`src/hbd_pkg.sv`:
```
package hbd_pkg;

  // Width of length and chunk-size arithmetic; sizes saturate at 2^(LEN_BITS-1)-1.
  localparam int LEN_BITS = 32;
  localparam logic [LEN_BITS-1:0] SAT_MAX = {1'b0, {(LEN_BITS-1){1'b1}}};

  // Result status codes
  localparam logic [1:0] STAT_BODY     = 2'd0;
  localparam logic [1:0] STAT_END      = 2'd1;
  localparam logic [1:0] STAT_BAD_SIZE = 2'd2;

  localparam logic [7:0] CHAR_CR    = 8'h0D;
  localparam logic [7:0] CHAR_LF    = 8'h0A;
  localparam logic [7:0] CHAR_COLON = 8'h3A;

  localparam int NAME_LEN_CHARS = 14;
  localparam int NAME_ENC_CHARS = 17;
  localparam int VAL_CHK_CHARS  = 8;

  localparam logic [8*NAME_LEN_CHARS-1:0] NAME_LEN_TXT = "Content-Length";
  localparam logic [8*NAME_ENC_CHARS-1:0] NAME_ENC_TXT = "Transfer-Encoding";
  localparam logic [8*VAL_CHK_CHARS-1:0]  VAL_CHK_TXT  = " chunked";

  typedef enum logic [3:0] {
    PH_STATUS = 4'd0,
    PH_NAME   = 4'd1,
    PH_VALUE  = 4'd2,
    PH_CLOSE  = 4'd3,
    PH_FIXED  = 4'd4,
    PH_SIZE   = 4'd5,
    PH_DATA   = 4'd6,
    PH_SKIP   = 4'd7,
    PH_DONE   = 4'd8
  } phase_t;

  typedef enum logic [1:0] {
    MODE_CLOSE   = 2'd0,
    MODE_FIXED   = 2'd1,
    MODE_CHUNKED = 2'd2
  } mode_t;

  // Content-Length number parse: leading blanks, after sign, in digits, stopped
  typedef enum logic [1:0] {
    NUM_LEAD   = 2'd0,
    NUM_SIGN   = 2'd1,
    NUM_DIGITS = 2'd2,
    NUM_STOP   = 2'd3
  } num_t;

  typedef struct packed {
    logic       action;
    logic [7:0] data_byte;
  } item_t;

  typedef struct packed {
    logic [7:0] body_byte;
    logic [1:0] status;
    logic       last;
  } result_t;

endpackage

```
`src/http_response_body_deframer.sv`:
```
// Channel   Handshake             Payload
// input     in_valid / in_ready   action, data_byte
// output    out_valid / out_ready body_byte, status, last
//
// One request per cycle while the output is not stalled: a byte is held in
// the input register, decoded by hbd_core once the output register is free,
// and any result it gives lands in the output register. The rate is set by the
// single state update per byte in hbd_core.
// rst (synchronous) empties both registers and returns to the status line.
// While out_ready is low the result holds, and in_ready drops once the input
// register holds a request.
module http_response_body_deframer (
  input  logic       clk,
  input  logic       rst,
  input  logic       in_valid,
  output logic       in_ready,
  input  logic       action,
  input  logic [7:0] data_byte,
  output logic       out_valid,
  input  logic       out_ready,
  output logic [7:0] body_byte,
  output logic [1:0] status,
  output logic       last
);
  import hbd_pkg::*;

  item_t   item;
  logic    item_valid;
  logic    take;
  logic    out_free;
  logic    res_valid;
  result_t res;

  // Advance the held request only when the output register can hold its result
  assign take = item_valid && out_free;

  hbd_in_reg u_in (
    .clk        (clk),
    .rst        (rst),
    .in_valid   (in_valid),
    .in_ready   (in_ready),
    .action     (action),
    .data_byte  (data_byte),
    .take       (take),
    .item_valid (item_valid),
    .item       (item)
  );

  // Header parse and body framing state
  hbd_core u_core (
    .clk       (clk),
    .rst       (rst),
    .take      (take),
    .item      (item),
    .res_valid (res_valid),
    .res       (res)
  );

  hbd_out_reg u_out (
    .clk       (clk),
    .rst       (rst),
    .load      (res_valid),
    .res       (res),
    .free      (out_free),
    .out_valid (out_valid),
    .out_ready (out_ready),
    .body_byte (body_byte),
    .status    (status),
    .last      (last)
  );

endmodule

```
`src/hbd_in_reg.sv`:
```
module hbd_in_reg (
  input  logic           clk,
  input  logic           rst,
  input  logic           in_valid,
  output logic           in_ready,
  input  logic           action,
  input  logic [7:0]     data_byte,
  input  logic           take,
  output logic           item_valid,
  output hbd_pkg::item_t item
);
  import hbd_pkg::*;

  // Free when empty or when the held request moves on this cycle
  assign in_ready = !item_valid || take;

  always_ff @(posedge clk) begin
    if (rst) begin
      item_valid <= 1'b0;
    end else if (in_ready) begin
      item_valid <= in_valid;
    end
  end

  always_ff @(posedge clk) begin
    if (in_valid && in_ready) begin
      item <= '{action: action, data_byte: data_byte};
    end
  end

endmodule

```
`src/hbd_core.sv`:
```
module hbd_core (
  input  logic             clk,
  input  logic             rst,
  input  logic             take,
  input  hbd_pkg::item_t   item,
  output logic             res_valid,
  output hbd_pkg::result_t res
);
  import hbd_pkg::*;

  typedef struct packed {
    phase_t              phase;
    logic                pending_cr;
    logic                line_empty;
    logic [4:0]          name_position;
    logic                length_name_hit;
    logic                encoding_name_hit;
    logic [3:0]          value_position;
    logic                chunked_value_hit;
    num_t                number_stage;
    logic                number_negative;
    mode_t               body_mode;
    logic [LEN_BITS-1:0] content_length;
    logic [LEN_BITS-1:0] remaining;
    logic [1:0]          skip_count;
  } st_t;

  localparam st_t ST_RESET = '{
    phase:             PH_STATUS,
    pending_cr:        1'b0,
    line_empty:        1'b1,
    name_position:     5'd0,
    length_name_hit:   1'b1,
    encoding_name_hit: 1'b1,
    value_position:    4'd0,
    chunked_value_hit: 1'b1,
    number_stage:      NUM_LEAD,
    number_negative:   1'b0,
    body_mode:         MODE_CLOSE,
    content_length:    '0,
    remaining:         '0,
    skip_count:        2'd0
  };

  function automatic logic [7:0] len_name_char(input logic [4:0] pos);
    logic [7:0] c;
    c = 8'h00;
    for (int i = 0; i < NAME_LEN_CHARS; i++) begin
      if (pos == 5'(i)) c = NAME_LEN_TXT[8*(NAME_LEN_CHARS-1-i) +: 8];
    end
    return c;
  endfunction

  function automatic logic [7:0] enc_name_char(input logic [4:0] pos);
    logic [7:0] c;
    c = 8'h00;
    for (int i = 0; i < NAME_ENC_CHARS; i++) begin
      if (pos == 5'(i)) c = NAME_ENC_TXT[8*(NAME_ENC_CHARS-1-i) +: 8];
    end
    return c;
  endfunction

  function automatic logic [7:0] chk_val_char(input logic [3:0] pos);
    logic [7:0] c;
    c = 8'h00;
    for (int i = 0; i < VAL_CHK_CHARS; i++) begin
      if (pos == 4'(i)) c = VAL_CHK_TXT[8*(VAL_CHK_CHARS-1-i) +: 8];
    end
    return c;
  endfunction

  // acc*10 + d, saturating
  function automatic logic [LEN_BITS-1:0] sat_dec(input logic [LEN_BITS-1:0] acc,
                                                  input logic [3:0] d);
    logic [LEN_BITS+3:0] prod;
    prod = {4'b0000, acc} * (LEN_BITS+4)'(10) + {{LEN_BITS{1'b0}}, d};
    return (prod > {4'b0000, SAT_MAX}) ? SAT_MAX : prod[LEN_BITS-1:0];
  endfunction

  // acc*16 + d, saturating
  function automatic logic [LEN_BITS-1:0] sat_hex(input logic [LEN_BITS-1:0] acc,
                                                  input logic [3:0] d);
    logic [LEN_BITS+3:0] prod;
    prod = {acc, 4'b0000} + {{LEN_BITS{1'b0}}, d};
    return (prod > {4'b0000, SAT_MAX}) ? SAT_MAX : prod[LEN_BITS-1:0];
  endfunction

  // bit 4 set when the byte is a hex digit, low nibble its value
  function automatic logic [4:0] hex_val(input logic [7:0] b);
    logic [4:0] v;
    v = 5'd0;
    if (b >= 8'h30 && b <= 8'h39) v = {1'b1, b[3:0]};
    else if ((b >= 8'h41 && b <= 8'h46) || (b >= 8'h61 && b <= 8'h66))
      v = {1'b1, b[3:0] + 4'd9};
    return v;
  endfunction

  function automatic st_t line_start(input st_t s);
    st_t r;
    r = s;
    r.line_empty        = 1'b1;
    r.name_position     = 5'd0;
    r.length_name_hit   = 1'b1;
    r.encoding_name_hit = 1'b1;
    r.value_position    = 4'd0;
    r.chunked_value_hit = 1'b1;
    r.number_stage      = NUM_LEAD;
    r.number_negative   = 1'b0;
    r.remaining         = '0;
    return r;
  endfunction

  // One byte of header text (status line, name or value)
  function automatic st_t text_byte(input st_t s, input logic [7:0] b);
    st_t  r;
    logic digit;
    logic blank;
    r = s;
    digit = (b >= 8'h30) && (b <= 8'h39);
    blank = (b == 8'h20) || ((b >= 8'h09) && (b <= 8'h0D));
    r.line_empty = 1'b0;
    if (s.phase == PH_NAME) begin
      if (b == CHAR_COLON) begin
        r.phase = PH_VALUE;
      end else begin
        if (s.name_position >= 5'(NAME_LEN_CHARS) || b != len_name_char(s.name_position))
          r.length_name_hit = 1'b0;
        if (s.name_position >= 5'(NAME_ENC_CHARS) || b != enc_name_char(s.name_position))
          r.encoding_name_hit = 1'b0;
        if (s.name_position != 5'd31) r.name_position = s.name_position + 5'd1;
      end
    end else if (s.phase == PH_VALUE) begin
      if (s.value_position >= 4'(VAL_CHK_CHARS) || b != chk_val_char(s.value_position))
        r.chunked_value_hit = 1'b0;
      if (s.value_position != 4'd15) r.value_position = s.value_position + 4'd1;
      case (s.number_stage)
        NUM_LEAD: begin
          if (!blank) begin
            if (b == 8'h2D || b == 8'h2B) begin
              r.number_negative = (b == 8'h2D);
              r.number_stage    = NUM_SIGN;
            end else if (digit) begin
              r.remaining    = {{(LEN_BITS-4){1'b0}}, b[3:0]};
              r.number_stage = NUM_DIGITS;
            end else begin
              r.number_stage = NUM_STOP;
            end
          end
        end
        NUM_SIGN, NUM_DIGITS: begin
          if (digit) begin
            r.remaining    = sat_dec(s.remaining, b[3:0]);
            r.number_stage = NUM_DIGITS;
          end else begin
            r.number_stage = NUM_STOP;
          end
        end
        default: ;
      endcase
    end
    return r;
  endfunction

  st_t                 st;
  st_t                 st_next;
  logic [7:0]          b;
  logic [4:0]          hex;
  logic [LEN_BITS-1:0] rem_dec;
  logic [1:0]          skip_dec;
  logic                crlf;

  assign b        = item.data_byte;
  assign hex      = hex_val(b);
  assign rem_dec  = (st.remaining != '0) ? st.remaining - LEN_BITS'(1) : '0;
  assign skip_dec = (st.skip_count != 2'd0) ? st.skip_count - 2'd1 : 2'd0;
  assign crlf     = st.pending_cr && (b == CHAR_LF);

  always_ff @(posedge clk) begin
    if (rst) begin
      st <= ST_RESET;
    end else begin
      st <= st_next;
    end
  end

  // Next state
  always_comb begin
    st_t l;
    l       = st;
    st_next = st;
    if (take) begin
      if (item.action) begin
        if (st.phase != PH_DONE) begin
          st_next.phase      = PH_DONE;
          st_next.pending_cr = 1'b0;
        end
      end else begin
        unique case (st.phase) inside
          PH_STATUS, PH_NAME, PH_VALUE: begin
            if (crlf) begin
              if (st.line_empty) begin
                st_next.pending_cr = 1'b0;
                st_next.remaining  = '0;
                unique case (st.body_mode)
                  MODE_FIXED: begin
                    if (st.content_length == '0) begin
                      st_next.phase = PH_DONE;
                    end else begin
                      st_next.remaining = st.content_length;
                      st_next.phase     = PH_FIXED;
                    end
                  end
                  MODE_CHUNKED: st_next.phase = PH_SIZE;
                  default:      st_next.phase = PH_CLOSE;
                endcase
              end else begin
                l = line_start(st);
                if (st.phase == PH_VALUE) begin
                  if (st.length_name_hit && st.name_position == 5'(NAME_LEN_CHARS)) begin
                    l.body_mode      = MODE_FIXED;
                    l.content_length = st.number_negative ? '0 : st.remaining;
                  end
                  if (st.encoding_name_hit && st.name_position == 5'(NAME_ENC_CHARS) &&
                      st.chunked_value_hit && st.value_position == 4'(VAL_CHK_CHARS))
                    l.body_mode = MODE_CHUNKED;
                end
                l.phase      = PH_NAME;
                l.pending_cr = 1'b0;
                st_next      = l;
              end
            end else begin
              // A held CR not followed by LF is plain text
              if (st.pending_cr) l = text_byte(l, CHAR_CR);
              l.pending_cr = (b == CHAR_CR);
              if (b != CHAR_CR) l = text_byte(l, b);
              st_next = l;
            end
          end
          PH_FIXED: begin
            st_next.remaining = rem_dec;
            if (rem_dec == '0) st_next.phase = PH_DONE;
          end
          PH_SIZE: begin
            if (b == CHAR_LF) begin
              st_next.phase = (st.remaining == '0) ? PH_DONE : PH_DATA;
            end else if (b != CHAR_CR) begin
              if (!hex[4]) st_next.phase = PH_DONE;
              else st_next.remaining = sat_hex(st.remaining, hex[3:0]);
            end
          end
          PH_DATA: begin
            st_next.remaining = rem_dec;
            if (rem_dec == '0) begin
              st_next.phase      = PH_SKIP;
              st_next.skip_count = 2'd2;
            end
          end
          PH_SKIP: begin
            st_next.skip_count = skip_dec;
            if (skip_dec == 2'd0) begin
              st_next.phase     = PH_SIZE;
              st_next.remaining = '0;
            end
          end
          default: ;
        endcase
      end
    end
  end

  // Result for the request taken this cycle
  always_comb begin
    res_valid = 1'b0;
    res       = '{body_byte: 8'h00, status: STAT_BODY, last: 1'b0};
    if (take) begin
      if (item.action) begin
        if (st.phase != PH_DONE) begin
          res_valid = 1'b1;
          res       = '{body_byte: 8'h00, status: STAT_END, last: 1'b1};
        end
      end else begin
        unique case (st.phase) inside
          PH_STATUS, PH_NAME, PH_VALUE: begin
            if (crlf && st.line_empty && st.body_mode == MODE_FIXED &&
                st.content_length == '0) begin
              res_valid = 1'b1;
              res       = '{body_byte: 8'h00, status: STAT_END, last: 1'b1};
            end
          end
          PH_CLOSE, PH_DATA: begin
            res_valid = 1'b1;
            res       = '{body_byte: b, status: STAT_BODY, last: 1'b0};
          end
          PH_FIXED: begin
            res_valid = 1'b1;
            res       = '{body_byte: b, status: STAT_BODY, last: (rem_dec == '0)};
          end
          PH_SIZE: begin
            if (b == CHAR_LF) begin
              if (st.remaining == '0) begin
                res_valid = 1'b1;
                res       = '{body_byte: 8'h00, status: STAT_END, last: 1'b1};
              end
            end else if (b != CHAR_CR && !hex[4]) begin
              res_valid = 1'b1;
              res       = '{body_byte: 8'h00, status: STAT_BAD_SIZE, last: 1'b1};
            end
          end
          default: ;
        endcase
      end
    end
  end

endmodule

```
`src/hbd_out_reg.sv`:
```
module hbd_out_reg (
  input  logic             clk,
  input  logic             rst,
  input  logic             load,
  input  hbd_pkg::result_t res,
  output logic             free,
  output logic             out_valid,
  input  logic             out_ready,
  output logic [7:0]       body_byte,
  output logic [1:0]       status,
  output logic             last
);
  import hbd_pkg::*;

  result_t data;

  assign free      = !out_valid || out_ready;
  assign body_byte = data.body_byte;
  assign status    = data.status;
  assign last      = data.last;

  always_ff @(posedge clk) begin
    if (rst) begin
      out_valid <= 1'b0;
    end else if (load) begin
      out_valid <= 1'b1;
    end else if (out_ready) begin
      out_valid <= 1'b0;
    end
  end

  always_ff @(posedge clk) begin
    if (load) begin
      data <= res;
    end
  end

endmodule

```
`config.mk`:
```
export PLATFORM = sky130hd
export DESIGN_NAME = http_response_body_deframer
export DESIGN_NICKNAME = d
export VERILOG_FILES = /design/src/hbd_pkg.sv /design/src/http_response_body_deframer.sv /design/src/hbd_in_reg.sv /design/src/hbd_core.sv /design/src/hbd_out_reg.sv
export SDC_FILE = /design/constraint.sdc
export NUM_CORES = 1
export LEC_CHECK = 0
export BUFFER_PORTS_ARGS = -buffer_cell sky130_fd_sc_hd__buf_2
export CORE_ASPECT_RATIO = 1.5
export CORE_UTILIZATION = 40
export CTS_CLUSTER_DIAMETER = 40
export DETAILED_ROUTE_END_ITERATION = 8
export GPL_TIMING_DRIVEN = 0
export HOLD_SLACK_MARGIN = 0.06
export SLEW_MARGIN = 20
export SYNTH_ARGS = -nofsm -noshare
export SYNTH_HDL_FRONTEND = slang
export SYNTH_SLANG_ARGS = --single-unit
```
`constraint.sdc`:
```
create_clock -name clk -period 4 [get_ports clk]
set_clock_uncertainty 0.15 [all_clocks]
set_input_delay 0.2 -clock clk [delete_from_list [all_inputs] [get_ports clk]]
set_output_delay 0.2 -clock clk [all_outputs]
set_load 0.01 [all_outputs]
```
# Yosys cells after proc, flatten, opt, wreduce, memory -nomap -nowiden

Index checks and enable logic that the tools add are counted.

Flip-flop bits (word level): 111
Input bits: 13
Output and inout bits: 13
Logic and storage cells: 416

Add/sub/neg operators: 9
Multipliers: 1
Order comparisons: 16
Eq/ne operators: 98
Mux-type cells: 210
Bitwise gates (word level): 1
Reductions and logical operators: 60

Operator list:

| operator                                             | count |
|---|---|
| two-way mux 32 bit                                   | 17 |
| two-way mux 89 bit                                   | 6 |
| two-way mux 8 bit                                    | 65 |
| two-way mux 7 bit                                    | 58 |
| case mux 32 bit (4 select lines)                     | 1 |
| logical NOT 32 bit                                   | 3 |
| two-way mux 85 bit                                   | 1 |
| == test 5 x 4 -> 1 bit, second input constant        | 16 |
| adder 36 x 4 -> 36 bit                               | 2 |
| > comparator 36 x 31 -> 1 bit, second input constant | 2 |
| two-way mux 34 bit                                   | 2 |
| case mux 32 bit (2 select lines)                     | 1 |
| two-way mux 51 bit                                   | 1 |
| two-way mux 49 bit                                   | 1 |
| == test 4 x 3 -> 1 bit, second input constant        | 12 |
| two-way mux 4 bit                                    | 12 |
| case mux 11 bit (4 select lines)                     | 1 |
| == test 5 x 3 -> 1 bit, second input constant        | 8 |
| multiplier 32 x 3 -> 35 bit, second input constant   | 1 |
| two-way mux 5 bit                                    | 7 |
| == test 8 x 6 -> 1 bit, second input constant        | 4 |
| nonzero test 32 bit                                  | 1 |
| subtractor 32 x 1 -> 32 bit, second input constant   | 1 |
| == test 4 x 2 -> 1 bit, second input constant        | 7 |
| other kinds (61)                                     | 165 |

# Longest topological paths before layout

Gate-level depths: netlist of the first run.

Word-level depth: 67
Depth in mapped cells: 17
Depth with buffers taken out: 16

# By module

From an unflattened synthesis of the first run, not the netlist that was laid out.

Cell total of the unflattened synthesis: 1,488
Area, all modules: 10,809.1 um^2

Modules (own cells, without submodules):

| module                      | times used | cells an instance | area an instance (um^2) | sequential area each (um^2) |
|---|---|---|---|---|
| hbd_core                    | 1          | 1,458             | 10,100.9                | 1,781.7 |
| hbd_out_reg                 | 1          | 15                | 376.6                   | 350.3 |
| hbd_in_reg                  | 1          | 14                | 325.3                   | 290.3 |
| http_response_body_deframer | 1          | 1                 | 6.3                     | 0.0 |

# Worst setup path before layout of the first run

No wires, ideal clock.

Path kind: register -> register
Start point: register u_core.st[3] (netlist bit)
End point: register u_core.st[13] (netlist bit)
Setup time: 0.126 ns
Data arrival time: 4.157 ns
Data required time: 3.724 ns
Setup slack: -0.433 ns
Stages on the path, launching flop included: 17
Buffers on the path: 1
Period minus slack after synthesis: 4.433 ns
Cell sequence: dfxtp_1 ha_1 ha_1 fa_1 a21o_1 a221o_2 a21boi_1 xor2_1 nand4bb_4 or4_4 inv_2 and3_1 o211ai_1 or3_4 a21boi_4 buf_6 a21oi_2

Cells in the longest elaborated chain, start to end: 16
Elaborated cells on any way between the ends: 25
Those cells by class: 3 x add/sub; 1 x mul; 2 x order compare; 18 x mux; 1 x reduce/logical

Ends and longest elaborated chain:

| item                               | line            | source |
|---|---|---|
| start, declared                    | hbd_core.sv:164 | `st_t st;` |
| start signal, assigned             | hbd_core.sv:182 | `st <= st_next;` |
| two-way mux 85 bit                 | hbd_core.sv:233 | `if (st.pending_cr) l = text_byte(l, CHAR_CR);` |
| two-way mux 89 bit                 | hbd_core.sv:200 | `if (crlf) begin` |
| two-way mux 89 bit                 | hbd_core.sv:198 | `unique case (st.phase) inside` |
| two-way mux 89 bit                 | hbd_core.sv:192 | `if (item.action) begin` |
| two-way mux 89 bit                 | hbd_core.sv:191 | `if (take) begin` |
| multiplier 32 x 3 -> 35 bit        | hbd_core.sv:76  | `prod = {4'b0000, acc} * (LEN_BITS+4)'(10) + {{LEN_BITS{1'b0}}, d};` |
| adder 36 x 4 -> 36 bit             | hbd_core.sv:76  |  |
| > comparator 36 x 31 -> 1 bit      | hbd_core.sv:77  | `return (prod > {4'b0000, SAT_MAX}) ? SAT_MAX : prod[LEN_BITS-1:0];` |
| two-way mux 32 bit                 | hbd_core.sv:77  |  |
| two-way mux 32 bit                 | hbd_core.sv:151 | `if (digit) begin` |
| case mux 32 bit (2 select lines)   | hbd_core.sv:136 | `case (s.number_stage)` |
| two-way mux 32 bit                 | hbd_core.sv:132 | `end else if (s.phase == PH_VALUE) begin` |
| two-way mux 32 bit                 | hbd_core.sv:122 | `if (s.phase == PH_NAME) begin` |
| two-way mux 89 bit                 | hbd_core.sv:235 | `if (b != CHAR_CR) l = text_byte(l, b);` |
| two-way mux 89 bit                 | hbd_core.sv:200 |  |
| case mux 32 bit (4 select lines) * | hbd_core.sv:198 |  |

Every way passes the cells marked *; elsewhere a longest branch is shown, timed or not. The select of a mux whose other input is x is not followed.
A chain may end at the register's enable or synchronous reset.

# Worst setup path after layout of the first run

Start point: register u_core.st[3] (netlist bit)
End point: register u_core.st[9] (netlist bit)

The elaborated chain is that of the path after synthesis.

==> results.md, run 1 <==
* Status: finished with violations
* Failing checks: setup timing
* Fmax at 216.1 MHz
* Final worst path period need at 4.628 ns
* Num CTS Buffers at 9
* Top-count cell post-synth: nand2_1
* NetSw at 0.6107 mW
* P_leak at 5.028 nW
* DRC violations left at 0
* Critical path class: register to register
* Reg clk slew, reported paths at 0.08 ns
* Latest clock arrival within the worst-skew pair at 0.38 ns
* Slew headroom at a little over a fifth
* CP endpoint kind: register
* Final setup viols at 31
* Startpoint types: register
* Max_cap viols at 0
* Pin count of the biggest net entering global routing at 20
* Fin. Hold Viols at 0
* Avg Inst Size Synth at ~7.4 um2
* Synth warnings at 0
* Post-synth EDFFs at 20
* Internal power at 1.631 mW
* Syn Inst Count at 1500
* H-tree levels at 3
* Most instantiated cells after synthesis: 174 x nand2_1, 147 x o21ai_0, 136 x a21oi_1
* Layout cells sized above 1 at between 15 and 20%
* Pwr Total at 2.241 mW
* Die H at ~210 um
* Clock net sink count at 111
* Dpl cell area at between 10000 and 15000 um2
* WP data required at between 4 and 5 ns
* Gr usage total at about a third
* Flop pwr share at 51.2%
* I/O pins at 26
* CTS Buffer Depth at 2
* Port buffer count at 25
* Unique cell type count in the Yosys netlist at between 90 and 100
* DIE WIDTH at between 100 and 150 um
* Place WS at -1.603 ns
* FP Rows at 74
* Post-synthesis register bit count at 111
* Multi-input gate area at just under 9000 um2
* Final Max Tran Viols at 0
* Hold WC Path Type: primary input to register
* Nets at 1690
* DR iter-0 viols at 914
* Detail Placement HPWL at about 34000 um
* First-pass GRT wire length at 66850 um
* Post-DRT Antenna Nets at 0
* Pwr dens at approximately 170 nW/um2
* Logic pwr share at between 7 and 8%
* Worst setup margin at -0.6276 ns
* First-pass DRT Iterations at 5
* Global route overflow at 0
* Synth Flop Type: dfxtp_1
* Fin area at 13170 um2
* Vias in the first global route at ~12000
* Post-synthesis sequential area ratio at 21.85%
* Net switching fraction of the power at a little over a quarter
* Hold WS at between 0.1 and 0.15 ns
* Area of the mapped netlist at 11090 um2
* RSZ-0062 raised after global routing: true
* Worst-Margin Slew at 1.166 ns
* Placer Congestion at 0.9645
* TNS Setup at -17.62 ns
* Antenna Cells at 0
* Synth top area share at 16.43%
* Fraction of registers with async set/reset at 0%
* Root Driver: clkbuf_16
* Vias at 12162
* Tcrit/Tclk final at 115.7%
* Core area at 27220 um2
* Syn_nets at about 1600
* P&R area growth vs syn at 18.83%
* Worst Path Arrival at 4.75 ns
* Initial Util at 40.72%
* CTS tree: done
* Post-synth top area cell: dfxtp_1
* FILL cells at approximately 2800
* Crit path max fanout at 5
* Synth area leaders: dfxtp_1 16%, ha_1 9.5%, o21ai_0 6.6%, a21oi_1 6.1%, nand2_1 5.9%
* Peak supply drop at 170.4 uV
* Initial antenna violation count at 0
* Drt wl/cell at 22.94 um
* Routed wire length at 44460 um
* Power share of the clock group at 41.3%
* Overall die area at 28400 um2
* Avg Vias per Cell at roughly 6.3
* Seq. cell area at 2481 um2
## layout make-up
| cell class | count | area share, % |
|---|---|---|
| tap | 342 | 3.248 |
| sequential | 111 | 18.84 |
| multi-input combinational | 1257 | 66.19 |
| timing repair buffer | 93 | 5.661 |
| buffer | 84 | 2.926 |
| inverter | 35 | 1.016 |
| clock buffer | 10 | 1.738 |
| clock inverter | 6 | 0.3894 |
## power by group through the flow
stage / logic (mW) / registers (mW) / clock network, mW
after detailed placement: 0.146 / 1.18 / 0
after floorplan: 0.0881 / 1.18 / 0
after CTS: 0.160 / 1.15 / 0.930
after global routing: 0.178 / 1.15 / 0.968
after global placement: 0.143 / 1.18 / 0
final: 0.167 / 1.15 / 0.925
## cell families after synthesis
kind of cell,count (synthesis),synth area share [%]
buffers and inverters,132,4.740
adders and majority gates,86,9.842
DFF,111,21.85
AOI/OAI and AO/OA,474,27.12
xor gates and xnor gates,97,7.731
muxes,14,1.332
and+or+nand+nor,586,27.38
## critical path, cell delays in order (launching register included)
cell and delay (ns):
dfxtp_4 0.37, ha_4 0.24, ha_4 0.16, fa_2 0.34, a21o_1 0.19, a221o_2 0.38, buf_6 0.16, a21boi_4 0.18
xor2_4 0.09, nand4bb_4 0.27, nor4_4 0.40, nor3b_2 0.23, nand4b_1 0.15, mux2i_1 0.17, or3_4 0.41, a21boi_4 0.16
buf_12 0.13, buf_12 0.12, clkbuf_16 0.15, a21oi_2 0.04
## layout by cell type (no fill, tap or decap), drive strengths merged, types with 7 or more instances in the layout
cell type	netlist	routed
mux2i	8	8
o21ai	153	153
nand3	45	45
a21oi	157	157
dlygate4sd3	0	12
o21a	8	8
a211oi	13	13
nand4	36	36
nand2b	13	13
edfxtp	20	20
a221oi	8	8
nor4	34	34
nand3b	34	34
o221ai	10	10
buf	14	93
ha	84	84
nor2	108	108
a31oi	10	10
dfxtp	91	91
and3	17	17
a21o	15	15
nand2	175	175
or2	8	8
o31ai	11	11
clkbuf	83	82
nor3b	7	7
a22oi	11	11
or3	15	15
xor2	46	46
xnor2	51	51
inv	35	39
nor3	50	50
o211ai	20	20
and2	17	17
## timing repair
item / CTS / global route
setup buffers: 30 / 25
gates cloned: 1 / 1
pin swaps: 24 / 25
setup endpoints to repair: 54 / 53
resized for setup: 83 / 73
hold buffers: 12 / 0
hold endpoints to repair: 11 / 0
## layer usage
metal	GRT usage (%)	vias up	share of wire [%]
met5	0	-	0
met4	25.78	0	8.2
met3	3.360	191	4.0
met2	58.00	464	53
met1	31.28	5789	35
li1	-	5718	-
## metrics by stage
| stage | utilization (%) | cells |
|---|---|---|
| after floorplan | - | 1500 |
| after global placement | 42.97 | 1867 |
| after detailed placement | 43.05 | 1868 |
| after CTS | 46.76 | 1920 |
| after global routing | 48.39 | 1938 |
| final | 48.39 | 1938 |
## path summary, 6_finish.rpt
check / cells after the start / slack [ns] / endpoint / from
max reg2reg: 19 / -0.63 / u_core.st[9] / u_core.st[3]
min reg2reg: 2 / 0.30 / u_core.st[71] / u_core.st[71]
max: 19 / -0.63 / u_core.st[9] / u_core.st[3]
min: 4 / 0.15 / u_core.st[10] / rst
Note: power is estimated with default switching activity, not from simulation.
==> run 2: changes to the inputs <==
--- a/config.mk
+++ b/config.mk
@@ -12,6 +12,7 @@
 export DETAILED_ROUTE_END_ITERATION = 8
 export GPL_TIMING_DRIVEN = 0
 export HOLD_SLACK_MARGIN = 0.06
+export REMOVE_ABC_BUFFERS = 1
 export SLEW_MARGIN = 20
 export SYNTH_ARGS = -nofsm -noshare
 export SYNTH_HDL_FRONTEND = slang
==> run 2 against run 1 <==
  * The run still ends with setup timing left
  * Die area unchanged
  * Flip-flop and latch count unchanged
  * Clock-buffer cell count decreased by 1
  * Routed wire length decreased by 10%
  * Non-clock buffer count decreased by 74
  * Worst hold slack improved by 0.050 ns
  * Global-route usage decreased by 3.0 points
  * Combinational power decreased by 10%
  * Clock power decreased by 2.9%
  * Highest routed layer unchanged
==> results.md, run 2 (synthesized netlist as in run 1, its figures left out) <==
* Pin count of the biggest net entering global routing at 58
* Reg clk slew, reported paths at around 0.080 ns
* Worst Setup EP: u_core.st[6]
* Highest routed layer: met4
* Dpl cell area at 11350 um2
* Tcrit/Tclk final at 121.1%
* Global route overflow at 0
* First-pass GRT wire length at 62200 um
* Fmax at just over 200 MHz
* Vias in the first global route at between 10000 and 15000
* Slew headroom at 26.26%
* DIE WIDTH at 137.9 um
* Reg2reg setup slack at -0.84 ns
* Status: finished with violations
* Top Family by Delay on Critical Path: simple AND/OR/NAND/NOR gates
* Root Driver: clkbuf_16
* Routed wl met3 at 1760 um
* Worst-Margin Slew at 1.099 ns
* Vias at between 10000 and 15000
* Max_cap viols at 0
* Failing checks: setup timing
* Avg Vias per Cell at between 6 and 7
* Initial Util at 40.72%
* R2R depth at 19
* CP peak stage delay at 0.43 ns
* CP endpoint kind: register
* NetSw at 0.5876 mW
* Critical path class: register to register
* Logic pwr share at under 10%
* Die H at 205.9 um
* Core area at 27220 um2
* Initial antenna violation count at 0
* CTS Buffer Depth at 2
* H-tree levels at 3
* P&R area growth vs syn at 15.54%
* Worst setup margin at -0.8434 ns
* DR iter-0 viols at 1187
* P_leak at 4.901 nW
* Pwr dens at 172.6 nW/um2
* WP data required at 4.11 ns
* Worst r2r dst: u_core.st[6]
* Latest clock arrival within the worst-skew pair at approximately 0.38 ns
* Levels on crit path at 19
* Final Max Tran Viols at 0
* Startpoint types: register
* Critical path's slowest cell: or3_4
* Metal2 WL at between 20000 and 25000 um
* CP startpoint: u_core.st[3]
* Overall die area at 28400 um2
* Nets at 1617
* Fin. Hold Viols at 0
* Post-DRT Antenna Nets at 0
* Clock net sink count at 111
* DRC violations left at 0
* First-pass DRT Iterations at 6
* Peak supply drop at approximately 180 uV
* Gr usage total at 28.56%
* RR Startpoint: u_core.st[3]
* TNS Setup at -23.32 ns
* I/O pins at 26
* Wire length on met1 at 14870 um
* Place WS at -2.262 ns
* Routed wire length at 39880 um
* Most frequent cells in the layout: 173 x nand2_1, 144 x o21ai_0, 132 x a21oi_1
* Final setup viols at 31
* Port buffer count at 25
* Detail Placement HPWL at 28470 um
* Commonest non-fill, non-tap cell in the layout: nand2_1
* Placer Congestion at ~0.9
* Critical-path cell list: ha_4 > ha_4 > fa_2 > a21o_1 > a221o_2 > buf_6 > xor2_2 > o2111ai_2 > buf_4 > or3_4 > nor4_4 > nor3b_2 > nand4b_1 > mux2i_1 > or3_4 > buf_12 > a21boi_4 > buf_12 > a21oi_2
* Drt wl/cell at 21.38 um
* Crit path max fanout at 7
* Layout cells sized above 1 at 17.14%
* Internal power at 1.623 mW
* Hold WC Path Type: primary input to register
* Buf+Inv Stages, Crit Path at 4
* Pwr Total at 2.211 mW
* CTS tree: done
* RSZ-0062 raised after global routing: true
* Num CTS Buffers at 9
* FP Rows at between 70 and 80
* Worst Path Arrival at 4.96 ns
* Power share of the clock group at between 40 and 50%
* Fin area at roughly 13000 um2
* Final worst path period need at 4.843 ns
* Flop pwr share at 52.6%
* Antenna Cells at 0
* Net switching fraction of the power at a little over a quarter
[run 2: cell count changes in the layout (fill, tap and decap cells not counted), sizes merged]
| cell | before | now |
|---|---|---|
| clkinv | 1 | 5 |
| clkbuf | 82 | 9 |
| inv | 39 | 36 |
| buf | 93 | 91 |
| a21boi | 4 | 5 |
[run 2: repair_timing]
action,in CTS,in global routing
pin swaps,22,22
gates cloned,2,0
hold buffers,12,0
resized for setup,83,36
hold endpoints to repair,11,0
setup endpoints to repair,62,49
buffers inserted,32,29
[run 2: cell type report]
class / count / area (um2)
Clock inverter: 7 / 46.29
Inverter: 35 / 133.9
Clock buffer: 9 / 225.2
Fill cell: 2765 / 14410
Tap cell: 342 / 427.9
Timing Repair Buffer: 103 / 844.6
Sequential cell: 111 / 2477
Multi-Input combinational cell: 1258 / 8653
[run 2: metal layers]
layer  vias up  global-route usage, %
met5         -                      0
met4         0                  18.17
met3       115                  3.434
met2       399                  51.96
met1      5616                  30.63
li1       5571                      -
[run 2: power groups by stage]
stage          Clock [mW]  Combinational (mW)  Sequential, mW
4_1_cts             0.909               0.136            1.16
2_1_floorplan           0              0.0633            1.19
5_1_grt             0.953               0.163            1.16
3_5_place_dp            0               0.110            1.20
6_report            0.898               0.150            1.16
3_3_place_gp            0               0.106            1.20
[run 2: stage by stage]
| step | instances | util, % | hold slack (ns) |
|---|---|---|---|
| detailed placement | 1775 | 41.69 | 0.2319 |
| floorplan | 1403 | - | 0.1191 |
| global placement | 1770 | 41.31 | 0.2312 |
| global route | 1865 | 47.05 | 0.2203 |
| CTS | 1837 | 45.73 | 0.1987 |
| finish | 1865 | 47.05 | 0.1986 |
[run 2: worst register-to-register path: cells and delay by family, from the launching register on]
family,cells,cell delay [ns]
buf+inv,4,0.64
simple gates,5,1.54
flops,1,0.40
xor+xnor,1,0.15
compound gates,5,0.97
mux,1,0.17
fa+ha+maj,3,0.74
[run 2: how the worst min path moves through the flow]
stage	from	to	cells past startpoint
after floorplan	rst	register	1
after global placement	data_byte[0]	u_in.item[0]	1
after detailed placement	data_byte[6]	u_in.item[6]	1
after CTS	rst	u_core.st[1]	2
after global routing	rst	u_core.st[0]	2
final	rst	u_core.st[0]	2
